### src/ovle_pkg.sv
// ----------------------------------------------------------------------------
// ovle_pkg
// Shared types and constants of the ordered value list engine: field widths,
// operation and status codes, controller states and the command and status
// bundles between controller and datapath.
// ----------------------------------------------------------------------------
package ovle_pkg;

	localparam int CAPACITY_DEF = 16;

	localparam int OPCODE_W  = 2;
	localparam int VALUE_W   = 32;
	localparam int STATUS_W  = 2;
	localparam int INDEX_W   = 4;
	localparam int COUNT_W   = 5;
	localparam int S_TDATA_W = 64;
	localparam int M_TDATA_W = 16;

	typedef enum logic [OPCODE_W-1:0] {
		OP_APPEND = 2'd0,
		OP_REMOVE = 2'd1,
		OP_SEARCH = 2'd2,
		OP_UPDATE = 2'd3
	} opcode_t;

	typedef enum logic [STATUS_W-1:0] {
		STAT_OK        = 2'd0,
		STAT_NOT_FOUND = 2'd1,
		STAT_EMPTY     = 2'd2,
		STAT_FULL      = 2'd3
	} status_t;

	typedef enum logic [2:0] {
		S_IDLE,
		S_CHECK,
		S_SCAN,
		S_SHIFT,
		S_FINISH
	} state_t;

	// read address select: first entry, next after pointer, two after pointer
	typedef enum logic [1:0] {
		RD_FIRST,
		RD_NEXT,
		RD_SKIP
	} rd_mode_t;

	typedef struct packed {
		logic     capture;
		logic     rd_en;
		rd_mode_t rd_mode;
		logic     ptr_clr;
		logic     ptr_inc;
		logic     append_wr;
		logic     update_wr;
		logic     shift_wr;
		logic     dec_count;
		logic     set_status;
		status_t  status;
		logic     set_index;
		logic     load_out;
	} ovle_cmd_t;

	typedef struct packed {
		opcode_t op;
		logic    empty;
		logic    full;
		logic    match;
		logic    scan_last;
		logic    out_busy;
	} ovle_stat_t;

endpackage

### src/ovle_ctrl.sv
// ----------------------------------------------------------------------------
// ovle_ctrl
// Controller state machine: takes an item, steps the datapath through the
// check, the scan for a first match and the compaction shift, then hands
// the result to the output register.
// ----------------------------------------------------------------------------
module ovle_ctrl (
	input  logic                   clk,
	input  logic                   arst_n,
	input  logic                   in_valid,
	output logic                   in_ready,
	input  ovle_pkg::ovle_stat_t   stat,
	output ovle_pkg::ovle_cmd_t    cmd
);
	import ovle_pkg::*;

	state_t state_q;
	state_t state_next;

	always_ff @(posedge clk or negedge arst_n) begin
		if (!arst_n) begin
			state_q <= S_IDLE;
		end else begin
			state_q <= state_next;
		end
	end

	always_comb begin
		state_next = state_q;
		case (state_q)
			S_IDLE: begin
				if (in_valid) begin
					state_next = S_CHECK;
				end
			end
			S_CHECK: begin
				if (stat.op == OP_APPEND || stat.empty) begin
					state_next = S_FINISH;
				end else begin
					state_next = S_SCAN;
				end
			end
			S_SCAN: begin
				if (stat.match) begin
					state_next = (stat.op == OP_REMOVE) ? S_SHIFT : S_FINISH;
				end else if (stat.scan_last) begin
					state_next = S_FINISH;
				end
			end
			S_SHIFT: begin
				if (stat.scan_last) begin
					state_next = S_FINISH;
				end
			end
			S_FINISH: begin
				if (!stat.out_busy) begin
					state_next = S_IDLE;
				end
			end
			default: begin
				state_next = S_IDLE;
			end
		endcase
	end

	always_comb begin
		cmd = '0;
		cmd.rd_mode = RD_FIRST;
		cmd.status = STAT_OK;
		in_ready = 1'b0;
		case (state_q)
			S_IDLE: begin
				in_ready = 1'b1;
				cmd.capture = in_valid;
			end
			S_CHECK: begin
				if (stat.op == OP_APPEND) begin
					cmd.set_status = 1'b1;
					if (stat.full) begin
						cmd.status = STAT_FULL;
					end else begin
						cmd.append_wr = 1'b1;
					end
				end else if (stat.empty) begin
					cmd.set_status = 1'b1;
					cmd.status = STAT_EMPTY;
				end else begin
					cmd.rd_en = 1'b1;
					cmd.rd_mode = RD_FIRST;
					cmd.ptr_clr = 1'b1;
				end
			end
			S_SCAN: begin
				if (stat.match) begin
					cmd.set_status = 1'b1;
					case (stat.op)
						OP_SEARCH: cmd.set_index = 1'b1;
						OP_UPDATE: cmd.update_wr = 1'b1;
						OP_REMOVE: begin
							// fetch the entry after the match for the first shift
							cmd.rd_en = 1'b1;
							cmd.rd_mode = RD_NEXT;
						end
						default: cmd.set_status = 1'b1;
					endcase
				end else if (stat.scan_last) begin
					cmd.set_status = 1'b1;
					cmd.status = STAT_NOT_FOUND;
				end else begin
					cmd.rd_en = 1'b1;
					cmd.rd_mode = RD_NEXT;
					cmd.ptr_inc = 1'b1;
				end
			end
			S_SHIFT: begin
				if (stat.scan_last) begin
					cmd.dec_count = 1'b1;
				end else begin
					cmd.shift_wr = 1'b1;
					cmd.rd_en = 1'b1;
					cmd.rd_mode = RD_SKIP;
					cmd.ptr_inc = 1'b1;
				end
			end
			S_FINISH: begin
				cmd.load_out = !stat.out_busy;
			end
			default: begin
				in_ready = 1'b0;
			end
		endcase
	end

endmodule

### src/ovle_dp.sv
// ----------------------------------------------------------------------------
// ovle_dp
// Datapath: entry memory with registered read, entry count, scan pointer,
// comparator, result registers and the output register.
// ----------------------------------------------------------------------------
module ovle_dp #(
	parameter int CAPACITY = ovle_pkg::CAPACITY_DEF
) (
	input  logic                             clk,
	input  logic                             arst_n,
	input  ovle_pkg::opcode_t                in_opcode,
	input  logic [ovle_pkg::VALUE_W-1:0]     in_value,
	input  logic [ovle_pkg::VALUE_W-1:0]     in_new_value,
	input  ovle_pkg::ovle_cmd_t              cmd,
	output ovle_pkg::ovle_stat_t             stat,
	output logic                             out_valid,
	input  logic                             out_ready,
	output ovle_pkg::status_t                out_status,
	output logic [ovle_pkg::INDEX_W-1:0]     out_found_index,
	output logic [ovle_pkg::COUNT_W-1:0]     out_entry_count
);
	import ovle_pkg::*;

	localparam int IDX_W = (CAPACITY > 1) ? $clog2(CAPACITY) : 1;
	localparam int CNT_W = $clog2(CAPACITY + 1);

	logic [VALUE_W-1:0] mem [CAPACITY];

	opcode_t            op_q;
	logic [VALUE_W-1:0] value_q;
	logic [VALUE_W-1:0] new_value_q;
	logic [CNT_W-1:0]   count_q;
	logic [IDX_W-1:0]   ptr_q;
	logic [VALUE_W-1:0] rd_data_q;
	status_t            res_status_q;
	logic [IDX_W-1:0]   res_index_q;
	logic               out_valid_q;
	status_t            out_status_q;
	logic [INDEX_W-1:0] out_index_q;
	logic [COUNT_W-1:0] out_count_q;

	logic [IDX_W:0]         rd_addr_wide;
	logic [IDX_W-1:0]       rd_addr;
	logic                   wr_en;
	logic [IDX_W-1:0]       wr_addr;
	logic [VALUE_W-1:0]     wr_data;
	logic [IDX_W+INDEX_W-1:0] index_ext;
	logic [CNT_W+COUNT_W-1:0] count_ext;

	always_comb begin
		case (cmd.rd_mode)
			RD_FIRST: rd_addr_wide = '0;
			RD_NEXT:  rd_addr_wide = {1'b0, ptr_q} + (IDX_W+1)'(1);
			RD_SKIP:  rd_addr_wide = {1'b0, ptr_q} + (IDX_W+1)'(2);
			default:  rd_addr_wide = '0;
		endcase
	end
	assign rd_addr = rd_addr_wide[IDX_W-1:0];

	assign wr_en = cmd.append_wr | cmd.update_wr | cmd.shift_wr;

	always_comb begin
		if (cmd.append_wr) begin
			wr_addr = count_q[IDX_W-1:0];
			wr_data = value_q;
		end else if (cmd.update_wr) begin
			wr_addr = ptr_q;
			wr_data = new_value_q;
		end else begin
			// shift moves the entry after the pointer down onto it
			wr_addr = ptr_q;
			wr_data = rd_data_q;
		end
	end

	always_ff @(posedge clk) begin
		if (wr_en) begin
			mem[wr_addr] <= wr_data;
		end
		if (cmd.rd_en) begin
			rd_data_q <= mem[rd_addr];
		end
	end

	always_ff @(posedge clk) begin
		if (cmd.capture) begin
			op_q <= in_opcode;
			value_q <= in_value;
			new_value_q <= in_new_value;
		end
		if (cmd.ptr_clr) begin
			ptr_q <= '0;
		end else if (cmd.ptr_inc) begin
			ptr_q <= ptr_q + IDX_W'(1);
		end
		if (cmd.capture) begin
			res_index_q <= '0;
		end else if (cmd.set_index) begin
			res_index_q <= ptr_q;
		end
		if (cmd.set_status) begin
			res_status_q <= cmd.status;
		end
		if (cmd.load_out) begin
			out_status_q <= res_status_q;
			out_index_q <= index_ext[INDEX_W-1:0];
			out_count_q <= count_ext[COUNT_W-1:0];
		end
	end

	always_ff @(posedge clk or negedge arst_n) begin
		if (!arst_n) begin
			count_q <= '0;
			out_valid_q <= 1'b0;
		end else begin
			if (cmd.append_wr) begin
				count_q <= count_q + CNT_W'(1);
			end else if (cmd.dec_count) begin
				count_q <= count_q - CNT_W'(1);
			end
			if (cmd.load_out) begin
				out_valid_q <= 1'b1;
			end else if (out_ready) begin
				out_valid_q <= 1'b0;
			end
		end
	end

	// positions wider than the result fields are masked to their widths
	assign index_ext = {{INDEX_W{1'b0}}, res_index_q};
	assign count_ext = {{COUNT_W{1'b0}}, count_q};

	assign stat.op = op_q;
	assign stat.empty = (count_q == '0);
	assign stat.full = (count_q == CNT_W'(CAPACITY));
	assign stat.match = (rd_data_q == value_q);
	assign stat.scan_last = ((CNT_W'(ptr_q) + CNT_W'(1)) == count_q);
	assign stat.out_busy = out_valid_q & ~out_ready;

	assign out_valid = out_valid_q;
	assign out_status = out_status_q;
	assign out_found_index = out_index_q;
	assign out_entry_count = out_count_q;

endmodule

### src/ordered_value_list_engine_top.sv
// Append and any item on an empty list go straight to the result; search,
// update and remove scan from the first entry up to the first match or the
// end, and remove then shifts the later entries down by one position.
// One item is in work at a time; the next is taken only after its result
// enters the output register. The scan of the entry memory, one entry a
// cycle, sets the rate. Reset clears the count; entries are not cleared.
// ----------------------------------------------------------------------------
// ordered_value_list_engine_top
// Bounded ordered list of signed 32-bit values with append, remove, search
// and update of the first match, one status result per item.
// ----------------------------------------------------------------------------
module ordered_value_list_engine_top #(
	parameter int CAPACITY = ovle_pkg::CAPACITY_DEF
) (
	input  logic                             clk,
	input  logic                             arst_n,
	input  logic                             s_tvalid,
	output logic                             s_tready,
	input  logic [ovle_pkg::S_TDATA_W-1:0]   s_tdata,  // value, new_value
	input  logic [ovle_pkg::OPCODE_W-1:0]    s_tuser,  // opcode
	output logic                             m_tvalid,
	input  logic                             m_tready,
	output logic [ovle_pkg::M_TDATA_W-1:0]   m_tdata,  // found_index, entry_count, zero fill
	output logic [ovle_pkg::STATUS_W-1:0]    m_tuser   // status
);
	import ovle_pkg::*;

	ovle_cmd_t          cmd;
	ovle_stat_t         stat;
	opcode_t            in_opcode;
	status_t            out_status;
	logic [INDEX_W-1:0] out_found_index;
	logic [COUNT_W-1:0] out_entry_count;

	assign in_opcode = opcode_t'(s_tuser);

	ovle_ctrl u_ctrl (
		.clk      (clk),
		.arst_n   (arst_n),
		.in_valid (s_tvalid),
		.in_ready (s_tready),
		.stat     (stat),
		.cmd      (cmd)
	);

	ovle_dp #(
		.CAPACITY (CAPACITY)
	) u_dp (
		.clk             (clk),
		.arst_n          (arst_n),
		.in_opcode       (in_opcode),
		.in_value        (s_tdata[VALUE_W-1:0]),
		.in_new_value    (s_tdata[2*VALUE_W-1:VALUE_W]),
		.cmd             (cmd),
		.stat            (stat),
		.out_valid       (m_tvalid),
		.out_ready       (m_tready),
		.out_status      (out_status),
		.out_found_index (out_found_index),
		.out_entry_count (out_entry_count)
	);

	assign m_tdata = {{(M_TDATA_W-INDEX_W-COUNT_W){1'b0}}, out_entry_count, out_found_index};
	assign m_tuser = out_status;

endmodule

### config.mk
export PLATFORM = sky130hd
export DESIGN_NAME = ordered_value_list_engine_top
export DESIGN_NICKNAME = d
export VERILOG_FILES = /design/src/ovle_pkg.sv /design/src/ovle_ctrl.sv /design/src/ovle_dp.sv /design/src/ordered_value_list_engine_top.sv
export SDC_FILE = /design/constraint.sdc
export NUM_CORES = 1
export LEC_CHECK = 0
export CAP_MARGIN = 10
export CELL_PAD_IN_SITES_DETAIL_PLACEMENT = 1
export CELL_PAD_IN_SITES_GLOBAL_PLACEMENT = 1
export CORE_AREA = 2 2 241 195
export CTS_CLUSTER_SIZE = 25
export DETAILED_ROUTE_END_ITERATION = 6
export DIE_AREA = 0 0 243 197
export DONT_BUFFER_PORTS = 1
export PLACE_DENSITY_LB_ADDON = 0.1
export SETUP_SLACK_MARGIN = 0.3
export SLEW_MARGIN = 20
export SYNTH_ARGS = -nofsm -noshare
export SYNTH_HDL_FRONTEND = slang
export SYNTH_SLANG_ARGS = --single-unit
export TNS_END_PERCENT = 30
### constraint.sdc
create_clock -name clk -period 7.8 [get_ports clk]
set_input_delay 1.56 -clock clk [delete_from_list [all_inputs] [get_ports clk]]
set_output_delay 1.56 -clock clk [all_outputs]
set_load 0.005 [all_outputs]
==> impl_metrics.csv, run 1 <==
group,metric,value,unit
worst_setup_path,path_buf_inv,1,
drt,drt_iter0_drc,1147,
place,place_congestion,0.7413,
drt,routed_wl,58.36,mm
worst_setup_path,crit_family,"simple AND/OR/NAND/NOR gates",
floorplan,die_area,47870,um2
floorplan,ios,90,
clock_network,postCtsHoldBufs,0,
sta,skew,0.02041,ns
grt,grt_max_degree,80,
clock_network,postCtsSetupBuffers,0,
drt,route.met3.wl,3.007,mm
drt,top_layer_used,"met5",
worst_setup_path,worstPathRequired,8.15,ns
sta,fin_tns_setup,0,ns
drt,dr_wl_met2,28.85,mm
synth,synth_seq_area_share,0.7570,
worst_setup_path,setup.worst_path.class,"flop to flop",
power_and_ir_drop,p_leak,0.009288,uW
clock_network,cts_sinks,640,
sta,timing.fmax,191.7,MHz
synth,synth_edf_count,623,
clock_network,clk_pin_slew_worst_paths,0.06,ns
cells_and_area,nNetsFinal,1317,
floorplan,die_h,197,um
worst_setup_path,path_max_fanout,17,
worst_setup_path,critical_path.cell_chain,"xor2_1 > nor4_1 > nand4_1 > nor2_1 > mux2i_1 > nand2_1 > ha_1 > o21a_1 > o21ai_4 > buf_4 > mux2i_1 > mux2i_1",
clock_network,numCtsBuffers,61,
drt,via_per_inst,6.252,
clock_network,htreeDepth,2,
power_and_ir_drop,max-vdd-ir-drop,0.0003539,V
flow_run,max-cap-violations,0,
synth,synthDistinctLibCells,53,
floorplan,row_count,70,
clock_network,cts_tree,"yes",
sta,setup_violations,0,
place,port_buffers,0,
cells_and_area,fillers,3756,
synth,netlist_area,25220,um2
hold_path,hold_path.class,"flop to flop",
synth,async_reset_ff_frac,0.01406,
synth,synth_ff_type,"edfxtp_1",
grt,grt.total_usage,0.2509,
sta,period_share,0.6687,
worst_setup_path,cp_common_cell,"mux2i_1",
worst_setup_path,critPathLaunchType,"flop",
drt,drc,0,
synth,ys_ff_latch,640,
worst_setup_path,critPathMaxStageDelay,0.77,ns
floorplan,start_util,0.5559,
run_status,status,"complete, no violations",
sta,hold_violations,0,
clock_network,clock_tree.root_cell,"clkbuf_16",
clock_network,clk_path_buf_depth,3,
synth,synth_cells,1201,
sta,worst_pin_slew,1.098,ns
sta,layout_min_cycle_time,5.215,ns
drt,vias,11898,
synth,syn_area_per_cell,21.00,um2
grt,grt_pass1_wl,85.42,mm
cells_and_area,area_growth_syn_to_layout,11.75,%
drt,m1WireLength,24.99,mm
worst_setup_path,critPathArrivalTime,5.56,ns
grt,grt_pass1_vias,12402,
sta,relSlewSlack,0.2680,
floorplan,die_w,243,um
drt,ant_nets,0,
worst_setup_path,crit_slowest_cell,"nor4_1",
floorplan,coreArea,45370,um2
power_and_ir_drop,power.density,398.1,nW/um2
clock_network,post_cts_resize_count,0,
place,dp_hpwl,30.43,mm
drt,wire_per_inst,30.67,um
sta,rsz0062_at_grt,"false",
cells_and_area,drive_gt1_frac,0.2186,
worst_setup_path,critPathCaptureType,"flop",
clock_network,clk_latency,0.64,ns
drt,dr.pass1.iters,5,
synth,yosys_warnings,0,
grt,grt-ovfl-total,0,
sta,slew_viol_final,0,
cells_and_area,final_util,0.6213,
grt,antenna_found_initial,2,
[synth_stat cells (all sizes together), types with 11 or more instances]
cell,number,share of area
nor3b,30,0.0089
inv,11,0.0016
nor3,24,0.0057
edfxtp,623,0.74
mux4,128,0.11
nand2,20,0.0030
xor2,37,0.013
o21ai,14,0.0028
nor2,15,0.0022
clkbuf,29,0.0043
mux2i,109,0.043
buf,38,0.0086
a221o,25,0.0099
[final timing paths]
check	from	end	slack [ns]	depth (start not counted)
max reg2reg	u_dp.value_q[14]	u_dp.rd_data_q[6]	2.58	12
min	u_dp.res_status_q[0]	u_dp.out_status[0]	0.43	0
max in group asynchronous	arst_n	u_dp.out_valid	7.10	0
max	u_dp.value_q[14]	u_dp.rd_data_q[6]	2.58	12
min reg2reg	u_dp.res_status_q[0]	u_dp.out_status[0]	0.43	0
min in group asynchronous	arst_n	u_dp.count_q[2]	0.62	0
[power breakdown]
| part | internal, uW | switching (uW) |
|---|---|---|
| sequential | 4740 | 244 |
| clock | 1720 | 1270 |
| combinational | 1330 | 1920 |
[per-stage QoR]
stage | worst slack (ns) | total power, uW | hold slack, ns | instances | area, um2
final | 2.585 | 11220 | 0.4280 | 1903 | 28190
after detailed placement | 2.286 | 8312 | 0.4134 | 1787 | 26140
after global placement | 2.327 | 8196 | 0.4108 | 1787 | 26140
after floorplan | 2.011 | 7291 | 0.4003 | 1207 | 25240
after global routing | 2.282 | 11700 | 0.4467 | 1902 | 28180
after CTS | 2.260 | 11300 | 0.4277 | 1901 | 28160
[final cells by class]
type,count,area (um2),share of cell area
clock inverters,42,429.2,0.01523
flip-flops and latches,640,19090,0.6774
multi-input cells,489,5919,0.2100
clock buffers,72,1589,0.05638
well taps,612,765.7,0.02717
inverters,11,41.29,0.001465
repair buffers,36,345.3,0.01225
diodes,1,2.502,0.00008878
[sequential cells by signal, indices dropped and copies added (netlist names)]
signal                count
u_dp.out_found_index      4
u_dp.ptr_q                4
u_dp.op_q                 2
u_ctrl.state_q            3
u_dp.out_valid            1
u_dp.res_index_q          4
u_dp.out_entry_count      5
u_dp.mem                512
u_dp.out_status           2
u_dp.new_value_q         32
u_dp.count_q              5
u_dp.value_q             32
u_dp.rd_data_q           32
u_dp.res_status_q         2
[layout by cell type (no fill, tap or decap), types with 3 or more instances in the layout]
cell type	synthesis	routed
nor3_1	22	6
dfxtp_1	8	8
edfxtp_1	623	623
xor2_1	37	37
nand2b_1	3	3
bufinv_16	0	8
clkinv_2	0	13
nor3_2	0	16
clkinv_1	0	17
ha_1	7	7
nor2_1	15	13
nor2b_1	3	3
xnor2_1	5	5
buf_4	13	30
mux4_2	128	128
inv_1	10	10
a221o_1	25	25
conb_1	1	7
clkbuf_1	29	10
dfrtp_1	9	9
nor4_1	9	9
nand4_1	3	3
clkbuf_16	0	62
o21ai_0	14	13
mux2i_1	109	109
nand2_1	20	20
a21oi_1	6	6
nand3_1	4	4
nor3b_1	30	30
a31oi_1	8	8
buf_12	0	6
[cell families after synthesis]
kind of cell	share of synthesized area
multiplexers	0.1584
buffers and inverters	0.01454
AND/OR/NAND/NOR	0.02788
adder cells (fa/ha/maj)	0.004266
flip-flops	0.7570
other	0.0001487
XOR/XNOR	0.01458
AO/OA/AOI/OAI	0.02312
[layer usage]
layer,vias up,track usage
li1,5051,-
met1,6415,0.3526
met2,344,0.4117
met3,86,0.03976
met4,2,0.07703
met5,-,0
Note: power is estimated with default switching activity, not from simulation.
==> run 2, diff against run 1 <==
--- a/config.mk
+++ b/config.mk
@@ -8,10 +8,10 @@
 export CAP_MARGIN = 10
 export CELL_PAD_IN_SITES_DETAIL_PLACEMENT = 1
 export CELL_PAD_IN_SITES_GLOBAL_PLACEMENT = 1
-export CORE_AREA = 2 2 241 195
+export CORE_AREA = 2 2 255 206
 export CTS_CLUSTER_SIZE = 25
 export DETAILED_ROUTE_END_ITERATION = 6
-export DIE_AREA = 0 0 243 197
+export DIE_AREA = 0 0 257 208
 export DONT_BUFFER_PORTS = 1
 export PLACE_DENSITY_LB_ADDON = 0.1
 export SETUP_SLACK_MARGIN = 0.3
==> constraint.sdc (replaced) <==
create_clock -name clk -period 4.75 [get_ports clk]
set_input_delay 0.95 -clock clk [delete_from_list [all_inputs] [get_ports clk]]
set_output_delay 0.95 -clock clk [all_outputs]
set_load 0.005 [all_outputs]
==> impl_metrics.csv, run 2 (synthesis results as in run 1) <==
group,metric,value,unit
worst_setup_path,critPathCaptureType,"flop",
clock_network,clock_tree.root_cell,"clkbuf_16",
sta,setup_violations,0,
power_and_ir_drop,clkPwrFrac,0.258,
sta,period_share,0.8732,
grt,grt_pass1_wl,87.51,mm
power_and_ir_drop,power.density,652.6,nW/um2
worst_setup_path,reg2reg_depth,15,
worst_setup_path,r2r_end,"u_dp.rd_data_q[4]",
grt,antenna_found_initial,1,
clock_network,clk_pin_slew_worst_paths,0.06,ns
power_and_ir_drop,power.switching,5783,uW
cells_and_area,n_antenna_cell,0,
floorplan,ios,90,
cells_and_area,nNetsFinal,1348,
cells_and_area,top_register,"u_dp.mem",
floorplan,row_count,74,
drt,ant_nets,0,
worst_setup_path,r2r-start,"u_dp.value_q[17]",
power_and_ir_drop,p_leak,0.009462,uW
sta,skew,0.02927,ns
drt,vias,12049,
grt,grt.total_usage,0.2300,
sta,worst_pin_slew,1.002,ns
power_and_ir_drop,switching_share,0.3090,
power_and_ir_drop,pwr-share-comb,0.305,
drt,via_per_inst,6.040,
grt,grt_pass1_vias,12473,
floorplan,die_h,208,um
clock_network,cts_tree,"yes",
worst_setup_path,crit_slowest_cell,"mux4_2",
clock_network,htreeDepth,3,
worst_setup_path,critPathLaunchType,"flop",
worst_setup_path,crit_family,"simple AND/OR/NAND/NOR gates",
sta,setup_slack,0.6025,ns
drt,wire_per_inst,30.10,um
worst_setup_path,critPathArrivalTime,4.48,ns
worst_setup_path,worstPathRequired,5.08,ns
sta,hold_slack,0.04121,ns
worst_setup_path,critical_path.cell_chain,"xor2_1 > nor4_2 > nand4_1 > buf_4 > nor2_1 > mux2i_1 > and2_1 > ha_1 > nand2b_1 > a21boi_4 > buf_12 > buf_12 > mux4_2 > mux2i_1 > mux2i_1",
floorplan,die_area,53460,um2
clock_network,clk_path_buf_depth,3,
cells_and_area,area_growth_syn_to_layout,13.68,%
worst_setup_path,ff2ff_setup_slack,0.60,ns
clock_network,cts_sinks,640,
cells_and_area,final_util,0.5641,
cells_and_area,drive_gt1_frac,0.2365,
grt,grt-ovfl-total,0,
worst_setup_path,path_buf_inv,3,
cells_and_area,largest_register_ffs,512,
floorplan,start_util,0.4962,
power_and_ir_drop,max-vdd-ir-drop,0.0003398,V
worst_setup_path,setup.worst_path.class,"flop to flop",
sta,slew_viol_final,0,
place,pre_cts_ws,0.2465,ns
drt,drc,0,
drt,routed_wl,60.06,mm
place,place_inst,1884,
floorplan,die_w,257,um
place,place_congestion,0.7628,
power_and_ir_drop,p_seq_frac,0.436,
cells_and_area,fin_cells,1995,
place,dp_hpwl,31.90,mm
place,port_buffers,0,
sta,layout_min_cycle_time,4.147,ns
drt,dr.pass1.iters,5,
run_status,status,"complete, no violations",
flow_run,max-cap-violations,0,
worst_setup_path,critPathMaxStageDelay,0.54,ns
sta,rsz0062_at_grt,"false",
power_and_ir_drop,p_int,12930,uW
hold_path,hold_path.class,"input port to asynchronous set/reset pin",
drt,drt_iter0_drc,1117,
cells_and_area,mostFrequentLayoutCells,"edfxtp_1 (623), mux4_2 (128), mux2i_1 (109)",
worst_setup_path,cp_common_cell,"mux2i_1",
sta,relSlewSlack,0.3317,
sta,timing.fmax,241.1,MHz
clock_network,numCtsBuffers,66,
worst_setup_path,path_max_fanout,23,
clock_network,clk_latency,0.61,ns
cells_and_area,fillers,4284,
grt,grt_max_degree,72,
cells_and_area,layout_commonest_cell,"edfxtp_1",
floorplan,coreArea,50830,um2
sta,fin_tns_setup,0,ns
sta,hold_violations,0,
## run 2: changes by cell type in the layout (fill, tap and decap cells not counted), moves of 5 or more
cell,delta
clkbuf_16,+5
buf_4,+7
clkinv_1,-8
bufinv_16,-6
buf_12,+18
## run 2: power groups by stage
stage               logic, uW  clock network (uW)  registers (uW)
floorplan                3840                   0            8130
global placement         5600                   0            8260
detailed placement       5770                   0            8280
CTS                      5780                4950            8170
global route             6220                5120            8230
finish                   5710                4830            8170
## run 2: worst register-to-register path: cells and delay by family (launching register included)
family                   cells  cell delay [ns]
AND/OR/NAND/NOR              5             1.09
flip-flops                   1             0.47
buffers and inverters        3             0.65
XOR/XNOR                     1             0.24
AO/OA/AOI/OAI                1             0.26
adder cells (fa/ha/maj)      1             0.22
multiplexers                 4             0.96
## run 2: worst max-delay path by stage
stage | from | to | slack [ns] | cells after the start
2_1_floorplan | u_dp.count_q[0] | u_dp.mem[4][0] | 0.19 | 7
3_3_place_gp | u_dp.value_q[22] | u_dp.rd_data_q[22] | 0.29 | 15
3_5_place_dp | u_dp.value_q[22] | u_dp.rd_data_q[15] | 0.25 | 15
4_1_cts | u_dp.value_q[17] | u_dp.rd_data_q[4] | 0.41 | 15
5_1_grt | u_dp.value_q[17] | u_dp.rd_data_q[22] | 0.28 | 15
6_report | u_dp.value_q[17] | u_dp.rd_data_q[4] | 0.60 | 15
## run 2: what timing repair did
item | 4_1_cts | 5_1_grt
gates cloned | 0 | 0
endpoints found under the hold margin | 2 | 0
resized for setup | 1 | 4
setup endpoints to repair | 24 | 28
setup buffers | 0 | 0
hold buffers | 1 | 0
## run 2: routing by layer
metal,track usage,vias up,routed length (um)
li1,-,5101,-
met1,0.3408,6506,27420
met2,0.3554,332,28260
met3,0.03862,108,2824
met4,0.06636,2,1533
met5,0,-,13
## run 2: through the flow
stage | instance area, um2 | power (uW)
global route | 28670 | 19570
CTS | 28630 | 18910
finish | 28670 | 18710
floorplan | 25240 | 11960
global placement | 26650 | 13860
detailed placement | 26650 | 14050
## run 2: area by class of cell
class,count,area [um2],area share
flip-flops and latches,640,19090,0.6660
multi-input cells,489,5949,0.2075
clock buffers,80,1725,0.06018
well taps,684,855.8,0.02985
repair buffers,62,768.2,0.02679
clock inverters,29,237.7,0.008291
inverters,11,41.29,0.001440
==> run 3, diff against run 2 <==
--- a/config.mk
+++ b/config.mk
@@ -8,10 +8,10 @@
 export CAP_MARGIN = 10
 export CELL_PAD_IN_SITES_DETAIL_PLACEMENT = 1
 export CELL_PAD_IN_SITES_GLOBAL_PLACEMENT = 1
-export CORE_AREA = 2 2 255 206
+export CORE_AREA = 2 2 257 208
 export CTS_CLUSTER_SIZE = 25
 export DETAILED_ROUTE_END_ITERATION = 6
-export DIE_AREA = 0 0 257 208
+export DIE_AREA = 0 0 259 210
 export DONT_BUFFER_PORTS = 1
 export PLACE_DENSITY_LB_ADDON = 0.1
 export SETUP_SLACK_MARGIN = 0.3
==> impl_metrics.csv, run 3 (synthesis results as in run 1) <==
group,metric,value,unit
run_status,status,"complete, no violations",
sta,worst_pin_slew,0.9111,ns
power_and_ir_drop,power.switching,5758,uW
drt,drc,0,
sta,period_share,0.8976,
hold_path,hold_path.class,"input port to flop",
place,place_congestion,0.7649,
place,dp_hpwl,32.34,mm
clock_network,cts_sinks,640,
floorplan,die_h,210,um
clock_network,clk_pin_slew_worst_paths,0.06,ns
cells_and_area,fillers,4411,
worst_setup_path,r2r-start,"u_dp.value_q[17]",
sta,skew,0.02267,ns
hold_path,worstHoldStart,"s_tdata[48]",
sta,timing.fmax,234.6,MHz
sta,fin_tns_setup,0,ns
floorplan,coreArea,51890,um2
grt,grt.total_usage,0.2301,
grt,grt_max_degree,72,
cells_and_area,top_register,"u_dp.mem",
hold_path,min_path_cells,0,
sta,hold_violations,0,
cells_and_area,nNetsFinal,1346,
worst_setup_path,critPathLaunchType,"flop",
floorplan,die_w,259,um
floorplan,ios,90,
power_and_ir_drop,clkPwrFrac,0.258,
floorplan,start_util,0.4860,
power_and_ir_drop,switching_share,0.3057,
sta,slew_viol_final,0,
grt,grt-ovfl-total,0,
power_and_ir_drop,p_leak,0.009507,uW
drt,routed_wl,61.25,mm
grt,grt_pass1_wl,89.18,mm
worst_setup_path,ff2ff_setup_slack,0.49,ns
clock_network,cts_tree,"yes",
cells_and_area,drive_gt1_frac,0.2326,
clock_network,clock_tree.root_cell,"clkbuf_16",
drt,vias,12002,
drt,drt_iter0_drc,1123,
grt,antenna_found_initial,1,
power_and_ir_drop,pwr-share-comb,0.309,
drt,wire_per_inst,30.41,um
cells_and_area,largest_register_ffs,512,
cells_and_area,fin_cells,2014,
power_and_ir_drop,p_int,13080,uW
drt,via_per_inst,5.959,
drt,dr.pass1.iters,5,
cells_and_area,layout_commonest_cell,"edfxtp_1",
worst_setup_path,path_max_fanout,11,
floorplan,die_area,54390,um2
worst_setup_path,setup.worst_path.class,"flop to flop",
clock_network,clk_latency,0.64,ns
place,port_buffers,0,
power_and_ir_drop,max-vdd-ir-drop,0.0004035,V
sta,relSlewSlack,0.3906,
floorplan,row_count,75,
place,place_inst,1896,
flow_run,max-cap-violations,0,
worst_setup_path,critPathArrivalTime,4.63,ns
grt,grt_pass1_vias,12688,
worst_setup_path,r2r_end,"u_dp.rd_data_q[1]",
cells_and_area,mostFrequentLayoutCells,"edfxtp_1 (623), mux4_2 (128), mux2i_1 (109)",
clock_network,numCtsBuffers,61,
cells_and_area,area_growth_syn_to_layout,14.00,%
hold_path,whs_endpoint,"u_dp.new_value_q[16]",
power_and_ir_drop,p_seq_frac,0.433,
clock_network,htreeDepth,2,
sta,layout_min_cycle_time,4.263,ns
clock_network,clk_path_buf_depth,3,
worst_setup_path,critPathCaptureType,"flop",
power_and_ir_drop,power.density,655.0,nW/um2
sta,setup_violations,0,
sta,rsz0062_at_grt,"false",
drt,ant_nets,0,
worst_setup_path,reg2reg_depth,16,
worst_setup_path,worstPathRequired,5.12,ns
## run 3: per-stage QoR
stage | util | hold slack [ns] | setup slack [ns] | power [uW] | area [um2]
after detailed placement | 0.5149 | 0.4065 | 0.4487 | 14140 | 26720
after global routing | 0.5541 | 0.3717 | 0.3556 | 19700 | 28750
final | 0.5541 | 0.4080 | 0.4866 | 18830 | 28750
after CTS | 0.5533 | 0.3702 | 0.4321 | 19030 | 28710
after global placement | 0.5149 | 0.4016 | 0.6273 | 13960 | 26720
after floorplan | - | 0.4003 | 0.1937 | 11960 | 25240
## run 3: critical path: stages (launching register included)
cell	delay, ns
edfxtp_1	0.43
xor2_1	0.22
nor4_1	0.37
buf_4	0.19
nand4_1	0.17
buf_4	0.23
nor2_1	0.19
mux2i_1	0.14
and2_1	0.20
ha_1	0.22
nand2b_1	0.12
a21boi_4	0.32
buf_12	0.18
buf_12	0.16
mux4_2	0.50
mux2i_1	0.22
mux2i_1	0.11
## run 3: cell type report
| cell class | instances | area, um2 | share of cell area |
|---|---|---|---|
| sequential | 640 | 19090 | 0.6640 |
| inverter | 11 | 41.29 | 0.001436 |
| multi-input combinational | 489 | 5933 | 0.2063 |
| clock inverter | 40 | 380.4 | 0.01323 |
| antenna | 1 | 2.502 | 0.00008703 |
| timing repair buffer | 65 | 835.8 | 0.02907 |
| tap | 693 | 867.1 | 0.03016 |
| clock buffer | 75 | 1600 | 0.05565 |
## run 3: power by group through the flow
stage | logic [uW] | registers (uW) | clock network, uW
detailed placement | 5860 | 8280 | 0
CTS | 5880 | 8170 | 4980
global route | 6310 | 8220 | 5160
floorplan | 3840 | 8130 | 0
finish | 5810 | 8160 | 4860
global placement | 5700 | 8260 | 0
## run 3: worst max-delay path by stage
stage                           startpoint  slack, ns  depth (start not counted)                 end
after global placement     u_dp.value_q[6]       0.63                         15  u_dp.rd_data_q[13]
after detailed placement   u_dp.value_q[6]       0.45                         15   u_dp.rd_data_q[5]
after global routing      u_dp.value_q[12]       0.36                         15  u_dp.rd_data_q[10]
after CTS                  u_dp.value_q[6]       0.43                         15   u_dp.rd_data_q[5]
after floorplan            u_dp.count_q[0]       0.19                          7      u_dp.mem[4][0]
final                     u_dp.value_q[17]       0.49                         16   u_dp.rd_data_q[1]
## run 3: layer usage
layer / GRT usage / vias up / wire length [um]
met5: 0 / - / 0
met4: 0.06717 / 0 / 1502
met3: 0.03608 / 86 / 2915
met2: 0.3684 / 313 / 29610
met1: 0.3305 / 6486 / 27220
li1: - / 5117 / -
## run 3: repair_timing
action / CTS / global route
resized for setup: 0 / 1
endpoints found under the setup margin: 0 / 1
endpoints found under the hold margin: 9 / 0
buffers inserted: 0 / 0
hold buffers: 1 / 0
